$ cat src/buddy_allocator_defines.svh
// Assertion macros shared by the buddy allocator RTL.
`ifndef BUDDY_ALLOCATOR_DEFINES_SVH
`define BUDDY_ALLOCATOR_DEFINES_SVH

// Same-cycle implication, checked on every rising edge outside reset.
`define BDY_ASSERT_IMP(lbl, ante, cons, msg) \
    lbl: assert property (@(posedge clk) disable iff (!rst_n) (ante) |-> (cons)) else $error(msg);

// Next-cycle implication, checked on every rising edge outside reset.
`define BDY_ASSERT_NXT(lbl, ante, cons, msg) \
    lbl: assert property (@(posedge clk) disable iff (!rst_n) (ante) |=> (cons)) else $error(msg);

`endif

$ cat src/bdy_ram.sv
// Generic single-port RAM with registered read data.
module bdy_ram #(
    parameter int WIDTH = 8,
    parameter int DEPTH = 256
) (
    input  logic                     clk,
    input  logic [$clog2(DEPTH)-1:0] addr,
    input  logic                     we,
    input  logic [WIDTH-1:0]         wdata,
    output logic [WIDTH-1:0]         rdata
);

    logic [WIDTH-1:0] mem [DEPTH];

    always_ff @(posedge clk)
    begin
        if (we)
        begin
            mem[addr] <= wdata;
        end
        rdata <= mem[addr];
    end

endmodule

$ cat config.mk
export PLATFORM = sky130hd
export DESIGN_NAME = bdy_ram
export DESIGN_NICKNAME = d
export VERILOG_FILES = /design/src/buddy_allocator_defines.svh /design/src/bdy_ram.sv
export SDC_FILE = /design/constraint.sdc
export NUM_CORES = 2
export LEC_CHECK = 0
export BUFFER_PORTS_ARGS = -buffer_cell sky130_fd_sc_hd__buf_2
export CAP_MARGIN = 20
export CORE_MARGIN = 1.5
export CORE_UTILIZATION = 45
export CTS_BUF_LIST = sky130_fd_sc_hd__clkbuf_4 sky130_fd_sc_hd__clkbuf_8
export DETAILED_ROUTE_END_ITERATION = 6
export SETUP_SLACK_MARGIN = 0.02
export SLEW_MARGIN = 20
export SYNTH_ARGS = -nofsm -noshare
export SYNTH_HDL_FRONTEND = slang
export SYNTH_SLANG_ARGS = --single-unit
$ cat constraint.sdc
create_clock -name clk -period 3.1 [get_ports clk]
set_clock_uncertainty 0.05 [all_clocks]
set_input_delay 0.62 -clock clk [delete_from_list [all_inputs] [get_ports clk]]
set_output_delay 0.62 -clock clk [all_outputs]
set_load 0.1 [all_outputs]
-- Yosys cells after proc, flatten, opt, wreduce, memory -nomap -nowiden
Memory sizes are Yosys's and may differ from the RTL's. A register that Yosys moved wholly into a read port is not among the register bits.
Cells that the tools add are included.
- register bits after elaboration: 0
- bits in latches: 0
- bits in writable memories: 2048
- memory bits (read-only): 0
- word-level logic and storage cells: 3
- memories kept: 1
- add/sub/neg operators: 0
- $mul: 0
- div/mod/pow operators: 0
- order comparisons: 0
- eq/ne operators: 0
- shift-type cells: 0
- mux-type cells: 2
- bitwise logic cells: 0
- reduce and logical (&&, ||, !) cells: 0
- memory list (name ; words ; width ; rd ports ; clocked after memory_dff ; write ports ; RTL line ; source):
    mem ; 256 ; 8 ; 1 ; 1 ; 1 ; bdy_ram.sv:13 ; logic [WIDTH-1:0] mem [DEPTH];
- operators by type and width (cell ; number):
    $mux W1 ; 2

-- Logic depth before layout (Yosys ltp)
- word-level depth: 2
- depth in mapped cells: 10
- gate-level depth less buffers: 5

-- Worst setup path after synthesis
No wires, ideal clock.
- path kind: input to register
- start: input addr[1]
- end: memory mem[111][0] (enable)
- arrival: 2469 ps
- required time: 2680 ps
- path slack: 211 ps
- cell stages on the path: 9
- cells stage by stage: buf_2 clkbuf_1 clkbuf_1 nand2_1 buf_2 nor2_1 nand2_1 clkbuf_1 nor2_1
- RTL lines (element ; RTL line ; source):
    from (decl) ; bdy_ram.sv:7 ; input logic [$clog2(DEPTH)-1:0] addr,
    to (decl) ; bdy_ram.sv:13 ;
No word-level cell before the write port.

==> impl_results.md <==
* Status: completed
* DRC violations left at 0
* Power density over the cells at between 600 and 700 nW/µm²
* HPWL Detailed at 124200 µm
* Root buffer cell: clkbuf_8
* Leading area contributor after synthesis: edfxtp_1
* Slew HR at 28.51%
* VDD IR max at 475.9 µV
* Pin count of the biggest net entering global routing at 92
* CTS tree: built
* Most frequent cell after synthesis: edfxtp_1
* Worst hold path type: in -> reg
* Number of global-route vias before repair at 40561
* CP startpoint: mem[46][1]
* Netlist Area Pre-Place at a little under 80000 µm²
* CTS clk-pin slew, worst paths at about 0.060 ns
* Critical Path RT at 3.94 ns
* Clk pwr share at 40.6%
* Reg2Reg Capture Point: rdata[1]
* Reg2reg setup slack at ~0.23 ns
* Post-synth EDFFs at ~2000
* Avg Cell Area, Syn at about 22 µm²
* Starting Density at between 40 and 50%
* Pleak at approximately 30 nW
* # setup viols final at 0
* Yosys reg bits at slightly above 2000
* CP startpoint kind: flip-flop
* Core Area at ~170000 µm²
* R2R Path Start: mem[46][1]
* Yosys cell types at 22
* Layout cells sized above 1 at between 30% and 40%
* P_int at 0.04427 W
* RSZ-0062 raised after global routing: false
* Final GP Congestion at 0.8302
* Hold_sp: wdata[7]
* Part of the power in combinational logic at about 5.3%
* Period utilisation layout at 92.60%
* Slew Viols, Final at 0
* H-tree levels at 5
* Final hold vios at 0
* CTS buffer count at 348
* Net Sw Frac at 22.00%
* Nets@finish at between 4000 and 5000
* Die Ht at around 420 µm
* First-pass GRT wire length at 285100 µm
* CTS max path bufs at 4
* Yosys warning count at 0
* DR WL/cell at between 20 and 30 µm
* Initial DRC count at 4395
* Max-cap violations at 0
* Crit path max fanout at 1
* Overflow left after global routing at 0
* Net switching power figure at around 0.012 W
* Layout area overhead at 17.80%
* Arr. time, crit path at about 3.7 ns
* CTS sink count at 2056
* Post-Place Cells at approximately 6200
* Post-CTS Setup Repair Bufs at 0
* Die Footprint at 176900 µm²
* Synth top area share at around four fifths
* Routed wire length at about 200000 µm
* Power share of the sequential group at 54.1%
* Worst skew pair latency at approximately 1.1 ns
* IO buf count at 25
* Post-synth ARST share at 0%
* Finished Layout Cells at approximately 6900
* Final ANT Viol Nets at 0
* Post-synth top cells: 2048 x edfxtp_1, 512 x mux4_2, 256 x a22oi_1
* Post-CTS Resized at 0
* R2r worst-path depth at 6
* Least-Margin Pin Slew at 1.058 ns
* Ranking of synthesized cells by area: edfxtp_1 78%, mux4_2 15%, a22oi_1 2.4%, nor2_1 1.1%, a21oi_1 0.82%
* Critical path type: reg -> reg
* Worst hold slack at between 0.07 and 0.08 ns
* Hold Buf Count CTS at 6
* Vias/cell at approximately 5.8
* Setup crit end kind: flip-flop
* Tmin final at about 2.9 ns
* Initial antenna violation count at 12
* FMAX at ~350 MHz
* Post-synthesis sequential area ratio at 78.55%
* Vias after detailed routing at ~40000
* Mapped Cells at 3547
* Worst Setup EP: rdata[1]
* GRT Overall Usage at a little under a quarter
* Ys flop type: edfxtp_1
* Syn Nets at ~3600
* TritonRoute pass-1 iters at 5
* Cell Rows at 153
* I/O pin count at 26
* Width of the die at 420.6 µm
worst max-delay path, cell delays in order, from the launching register on:
cell and delay, ns:
edfxtp_1 0.36, mux4_2 0.49, a22oi_1 0.34, a21oi_1 0.21
o41ai_1 0.92, buf_4 0.28, nand4_1 0.09
routing by layer:
layer	vias up	share of wire, %	track usage [%]	wire length, µm
met5	-	0.014	0	27
met4	4	2.5	6.694	4867
met3	326	7.3	4.113	14370
met2	1664	49	36.25	96550
met1	21195	41	31.65	81710
li1	16602	-	-	-
final cells by class:
| type | instances | area (µm²) |
|---|---|---|
| Antenna cell | 7 | 17.52 |
| Clock buffer | 459 | 5685 |
| Clock inverter | 148 | 827.0 |
| Fill cell | 13444 | 81170 |
| Inverter | 1 | 3.754 |
| Multi-Input combinational cell | 1258 | 15780 |
| Sequential cell | 2056 | 61660 |
| Tap cell | 2325 | 2909 |
| Timing Repair Buffer | 611 | 5578 |
cells in the final DEF (no fill, tap or decap), types with 2 or more instances in the layout:
master         synthesis  layout
nand3_2                0       2
nor2_1               232     231
nand2b_1               6       4
buf_8                  0      10
clkinv_1               0      93
nand2_1               28      27
or2_2                  2       2
nor2b_1                7       5
o41ai_1               32      31
edfxtp_1            2048    2048
dfxtp_1                8       8
nor3_1                30      30
clkinv_2               0      39
buf_4                 16     505
mux4_2               512     512
nand2b_2               0       2
a22oi_1              256     256
dlygate4sd3_1          0       6
diode_2                0       7
a21oi_1              128     128
buf_12                 0      75
clkinvlp_4             0       7
nand4_1                8       8
bufinv_16              0       7
nand3_1               13      11
buf_2                 36      15
nor2b_4                0       2
and2_1                 3       2
clkbuf_8               0     358
clkbuf_4               0     101
state kept, by name (all words and copies together) (netlist names):
name and count:
mem 2048, rdata 8
power groups by stage:
stage	sequential [W]	clock [W]	combinational [W]
after global placement	0.0313	0	0.00300
after global routing	0.0307	0.0246	0.00316
final	0.0307	0.0230	0.00300
after detailed placement	0.0313	0	0.00303
after floorplan	0.0314	0	0.00136
after CTS	0.0307	0.0235	0.00304
logic make-up after synthesis:
group	Yosys count	synth area share (%)
buffers and inverters	233	1.401
AOI/OAI and AO/OA	416	3.622
muxes	512	14.69
and+or+nand+nor	330	1.733
DFF	2056	78.55
per-stage QoR:
stage | total power (W) | instance area, µm² | utilization, % | setup slack (ns) | TNS (ns)
global placement | 0.03428 | 85870 | 49.45 | -0.8786 | -7.283
floorplan | 0.03273 | 78490 | - | 0.2113 | 0
finish | 0.05675 | 92460 | 53.25 | 0.2294 | 0
detailed placement | 0.03432 | 85870 | 49.46 | -0.7172 | -7.304
global route | 0.05845 | 92460 | 53.25 | 0.2083 | 0
CTS | 0.05724 | 92450 | 53.24 | 0.1707 | 0
worst min-delay path by stage:
stage	to	slack, ns	cells past startpoint
global route	mem[92][7]	0.02	1
finish	mem[92][7]	0.08	1
global placement	rdata[6]	0.95	5
CTS	mem[249][7]	0.01	1
floorplan	mem[0][0]	0.67	0
detailed placement	rdata[4]	1.0	5
No activity file was read; power rests on OpenSTA's default activity.
