--- src/buddy_allocator_defines.svh ---
// Assertion macros shared by the buddy allocator RTL.
`ifndef BUDDY_ALLOCATOR_DEFINES_SVH
`define BUDDY_ALLOCATOR_DEFINES_SVH

// Same-cycle implication, checked on every rising edge outside reset.
`define BDY_ASSERT_IMP(lbl, ante, cons, msg) \
    lbl: assert property (@(posedge clk) disable iff (!rst_n) (ante) |-> (cons)) else $error(msg);

// Next-cycle implication, checked on every rising edge outside reset.
`define BDY_ASSERT_NXT(lbl, ante, cons, msg) \
    lbl: assert property (@(posedge clk) disable iff (!rst_n) (ante) |=> (cons)) else $error(msg);

`endif

--- src/bdy_node_alu.sv ---
// Node arithmetic: merges two children's free heights and tests a node for fit.
module bdy_node_alu #(
    parameter int FR_W = 5
) (
    input  logic [FR_W-1:0] left_fr,
    input  logic [FR_W-1:0] right_fr,
    input  logic [FR_W-1:0] child_ht,
    input  logic [FR_W-1:0] node_fr,
    input  logic [FR_W-1:0] need,
    output logic [FR_W-1:0] merged_fr,
    output logic            fit
);

    logic [FR_W-1:0] full_fr;

    // A child that is wholly free carries its height plus one.
    assign full_fr = child_ht + FR_W'(1);

    always_comb
    begin
        if (left_fr == full_fr && right_fr == full_fr)
        begin
            merged_fr = child_ht + FR_W'(2);
        end
        else if (left_fr > right_fr)
        begin
            merged_fr = left_fr;
        end
        else
        begin
            merged_fr = right_fr;
        end
    end

    assign fit = (node_fr >= need);

endmodule

--- config.mk ---
export PLATFORM = sky130hd
export DESIGN_NAME = bdy_node_alu
export DESIGN_NICKNAME = d
export VERILOG_FILES = /design/src/buddy_allocator_defines.svh /design/src/bdy_node_alu.sv
export SDC_FILE = /design/constraint.sdc
export NUM_CORES = 1
export LEC_CHECK = 0
export ABC_AREA = 1
export BUFFER_PORTS_ARGS = -buffer_cell sky130_fd_sc_hd__clkbuf_2
export CORE_MARGIN = 2
export CORE_UTILIZATION = 45
export DETAILED_ROUTE_END_ITERATION = 12
export MAX_ROUTING_LAYER = met4
export PLACE_DENSITY_LB_ADDON = 0.08
export SLEW_MARGIN = 40
export SYNTH_ARGS = -nofsm -noshare
export SYNTH_HDL_FRONTEND = slang
export SYNTH_SLANG_ARGS = --single-unit
--- constraint.sdc ---
create_clock -name vclk -period 2.4
set_clock_uncertainty 0.2 [all_clocks]
set_input_delay 0.48 -clock vclk [all_inputs]
set_output_delay 0.48 -clock vclk [all_outputs]
set_load 0.02 [all_outputs]
# Word level (Yosys, flattened, before mapping)
# Cells that the tools add are included.
# classes
n_lt_le_gt_ge	2
n_eq_ne	2
n_mux	2
n_reduce_logical	1
add_sub_neg	2
# op_table
cell	n
equality test 5 bit	2
two-way mux 5 bit	2
adder 5 x 1 -> 5 bit, second input constant	1
adder 5 x 2 -> 5 bit, second input constant	1
>= comparator 5 bit	1
> comparator 5 bit	1
logical AND 1 bit	1
# word_totals
elab_cells	9
output_inout_bits	6
regBits	0

# Logic depth before layout (Yosys ltp)
# logic_depth
depth_word	4
mapped_depth	11
depth_no_buf	11

# Worst setup path after synthesis
# Ideal clock, no wire load.
# synth_path
path_kind	input to output
from	input port need[4]
to	output port fit
required_time_ns	1.720
t_arrival_ns	1.725
stages	4
slack_ns	-0.005
cell_sequence	inv_1 ha_1 nand2_1 o311ai_0
# synth_between
elab_chain_len	1
# synth_lines
item	line	text
start: declaration	bdy_node_alu.sv:9	input logic [FR_W-1:0] need,
>= comparator 5 bit	bdy_node_alu.sv:35	assign fit = (node_fr >= need);
end: declaration	bdy_node_alu.sv:11	output logic fit
# Every way passes these cells.

# Worst setup path in the final report
# layout_path
from	input port right_fr[4]
to	output port merged_fr[0]
# layout_between
elab_chain_len	3
elab_cells_between_ends	5
cone_classes	1 x order compare; 1 x eq/ne; 2 x mux; 1 x reduce/logical
# layout_lines
item	line	text
start: declaration	bdy_node_alu.sv:6	input logic [FR_W-1:0] right_fr,
> comparator 5 bit or equality test 5 bit (tied branches)	bdy_node_alu.sv:25, bdy_node_alu.sv:21	
two-way mux 5 bit or logical AND 1 bit (tied branches)	bdy_node_alu.sv:25, bdy_node_alu.sv:21	
two-way mux 5 bit *	bdy_node_alu.sv:21	if (left_fr == full_fr && right_fr == full_fr)
end: declaration	bdy_node_alu.sv:10	output logic [FR_W-1:0] merged_fr,
# Mark *: on every way between the ends. The rest lies on a longest branch, timed or not.

==> results.py <==
metrics = {
    "synthesis": {
        "syn-num-nets": 156,
        "synthesis.area_um2": 679,
        "syn_inst": 119,
        "synth_area_leaders": "nand2_1 (24%), ha_1 (22%), inv_1 (11%)",
        "netlist.area_leader.share_pct": 24.3,
        "syn_area_per_cell_um2": 5.71,
        "yosysWarnings": 0,
        "ys_types": 19,
        "synth-seq-area-share_pct": 0,
        "synth.largest_area_cell": "nand2_1",
    },
    "setup_path": {
        "worstPathArrival_ns": 1.73,
        "worstSetupEndpointType": "output pin",
        "worstSetupEndpoint": "merged_fr[0]",
        "critPathRequiredTime_ns": 1.72,
        "crit_path_frequent_cell": "nand2_2",
        "cp_cell_sequence": "buf_6, inv_4, ha_4, nand2_4, nor2_4, nand2_2, nand3_4, nand2_4, nand2_1, nand2_1, nand2_2, nand2_2, buf_8",
        "critPathKind": "primary input to output pin",
        "startpoint_type": "primary input",
        "crit_start": "right_fr[4]",
        "slowest_delay_ns": 0.28,
        "critPathSlowestCell": "ha_4",
        "cp_max_fo": 6,
    },
    "cts": {
        "post_cts_buffers": 0,
        "hold_buffers": 0,
    },
    "placement": {
        "post-place-ws_ns": -0.111,
        "dpl_cell_area_um2": 952,
        "hpwl_mm": 1.59,
        "placed_cells": 179,
        "portBuffers": 31,
        "gp_congestion": 0.810,
    },
    "global_routing": {
        "grt_first_pass_wirelength_mm": 3.21,
        "grt_overflow": 0,
        "antenna_found_initial": 0,
        "grt_util_all_layers_pct": 22.2,
        "grt_pass1_vias": 810,
        "grt_max_degree": 7,
    },
    "sta": {
        "setup_viol": 1,
        "finalHoldViolCount": 0,
        "finalCritPeriodShare_pct": 100,
        "worst_slack_ns": -0.00700,
        "max_slew_margin_pct": 83.8,
        "report.final.slew_viol_count": 0,
        "tightest_slew_ns": 0.239,
        "clock.fmax_ghz": 0.415,
        "rsz0062_at_grt": "true",
        "fin_crit_ns": 2.41,
        "holdWs_ns": 1.22,
    },
    "worst_hold_path": {
        "hp-start": "need[0]",
        "hp-class": "primary input to output pin",
    },
    "drt": {
        "avgRoutedWirePerCell_um": 12.4,
        "via_count": 928,
        "drcViolationCount": 0,
        "drt_iter0_markers": 15,
        "wl_mm": 2.22,
        "dr.pass1.iters": 4,
        "viasPerCell": 5.18,
        "antenna_left": 0,
    },
    "job": {
        "maxCapViolCount": 0,
    },
    "finish": {
        "ff_latch_area_um2": 0,
        "instances_no_fill": 179,
        "nFillCells": 110,
        "diodes": 0,
        "clock_buffers": 0,
        "nets": 202,
        "seq_cell_count": 0,
        "finish.instance_area_um2": 1200,
        "drive_gt1_share_pct": 48.5,
        "multiInputGateArea_um2": 748,
        "syn2layout_area_growth_pct": 76.4,
    },
    "floorplan": {
        "core_um2": 1450,
        "row_count": 14,
        "dieArea_um2": 1840,
        "top_level_ports": 31,
        "fp.dieW_um": 42.9,
        "initial_core_util_pct": 46.7,
        "die_h_um": 42.9,
    },
    "power": {
        "max-vdd-ir-drop_mv": 0.135,
        "leakagePower_uw": 0.000664,
        "powerDensity_nw_per_um2": 232,
        "power.total_uw": 278,
    },
    "status": {
        "violations": "negative setup slack",
        "status": "complete, but fails checks",
    },
}
placed cells by master, fill, tap and decap left out, types with 3 or more instances in the layout:
cell / Yosys / layout
a21oi_1: 4 / 3
ha_4: 0 / 6
buf_8: 0 / 4
nand4_1: 7 / 7
ha_1: 12 / 6
nand2_2: 4 / 14
nand2_4: 1 / 4
nand3_1: 10 / 10
buf_6: 0 / 9
nand2_1: 44 / 31
clkbuf_2: 0 / 18
inv_2: 0 / 3
buf_4: 0 / 11
inv_1: 20 / 16
nor2_1: 6 / 4
worst max-delay path: cells and delay by family:
kind,cells,cell delay (ns)
buffers and inverters,3,0.24
adders and majority gates,1,0.28
and+or+nand+nor,9,0.72
logic make-up (layout without fill, tap and decap cells):
kind of cell / Yosys count / in the layout / synth area share (%)
buffers and inverters: 20 / 64 / 11.0
xor gates and xnor gates: 2 / 2 / 2.58
adders and majority gates: 12 / 12 / 22.1
AOI/OAI and AO/OA: 8 / 8 / 8.47
and+or+nand+nor: 77 / 77 / 55.8
cells in the mapped netlist:
library cell / count
nand3b_1: 1
o21ai_4: 1
xor2_1: 2
nand2_1: 44
nand3_4: 1
nor2_8: 1
inv_1: 20
nor2_1: 6
a21oi_1: 4
o21ai_1: 1
ha_1: 12
nand3_2: 1
o311ai_0: 1
o21a_1: 1
nand4_1: 7
nand2_4: 1
nand2_2: 4
nand3_1: 10
or2_1: 1
per-stage QoR:
stage	util [%]	setup TNS, ns
after global placement	65.5	-0.286
after detailed placement	65.5	-0.494
after global routing	82.4	-0.294
final	82.4	-0.00700
after floorplan	-	0
after CTS	74.5	0
routing by layer:
metal	vias to the layer above	GRT usage, %	share of wire [%]	wire length (um)
met5	-	-	0	0
met4	0	3.13	1.4	31
met3	4	0	4.0	89
met2	41	44.8	59	1300
met1	404	24.3	36	800
li1	479	-	-	-
worst min path at each step:
| stage | to | slack, ns | depth (start not counted) |
|---|---|---|---|
| 6_report | fit | 1.22 | 4 |
| 4_1_cts | fit | 1.23 | 4 |
| 3_5_place_dp | fit | 1.22 | 4 |
| 3_3_place_gp | fit | 1.21 | 4 |
| 2_1_floorplan | merged_fr[0] | 0.96 | 2 |
| 5_1_grt | fit | 1.25 | 4 |
cell type report:
class	instances	share of cell area, %
Inverter	20	6.47
Multi-Input combinational cell	99	62.4
Tap cell	16	1.67
Timing Repair Buffer	44	29.4
report_power, final:
group | total, uW | internal, uW | switching [uW]
clock network | 0 | 0 | 0
registers | 0 | 0 | 0
logic | 278 | 131 | 147
repair_timing:
item | 4_1_cts | 5_1_grt
pin swaps | 8 | 19
gates resized for setup | 25 | 38
endpoints found under the setup margin | 5 | 5
Power figures use the tool's default switching activity.
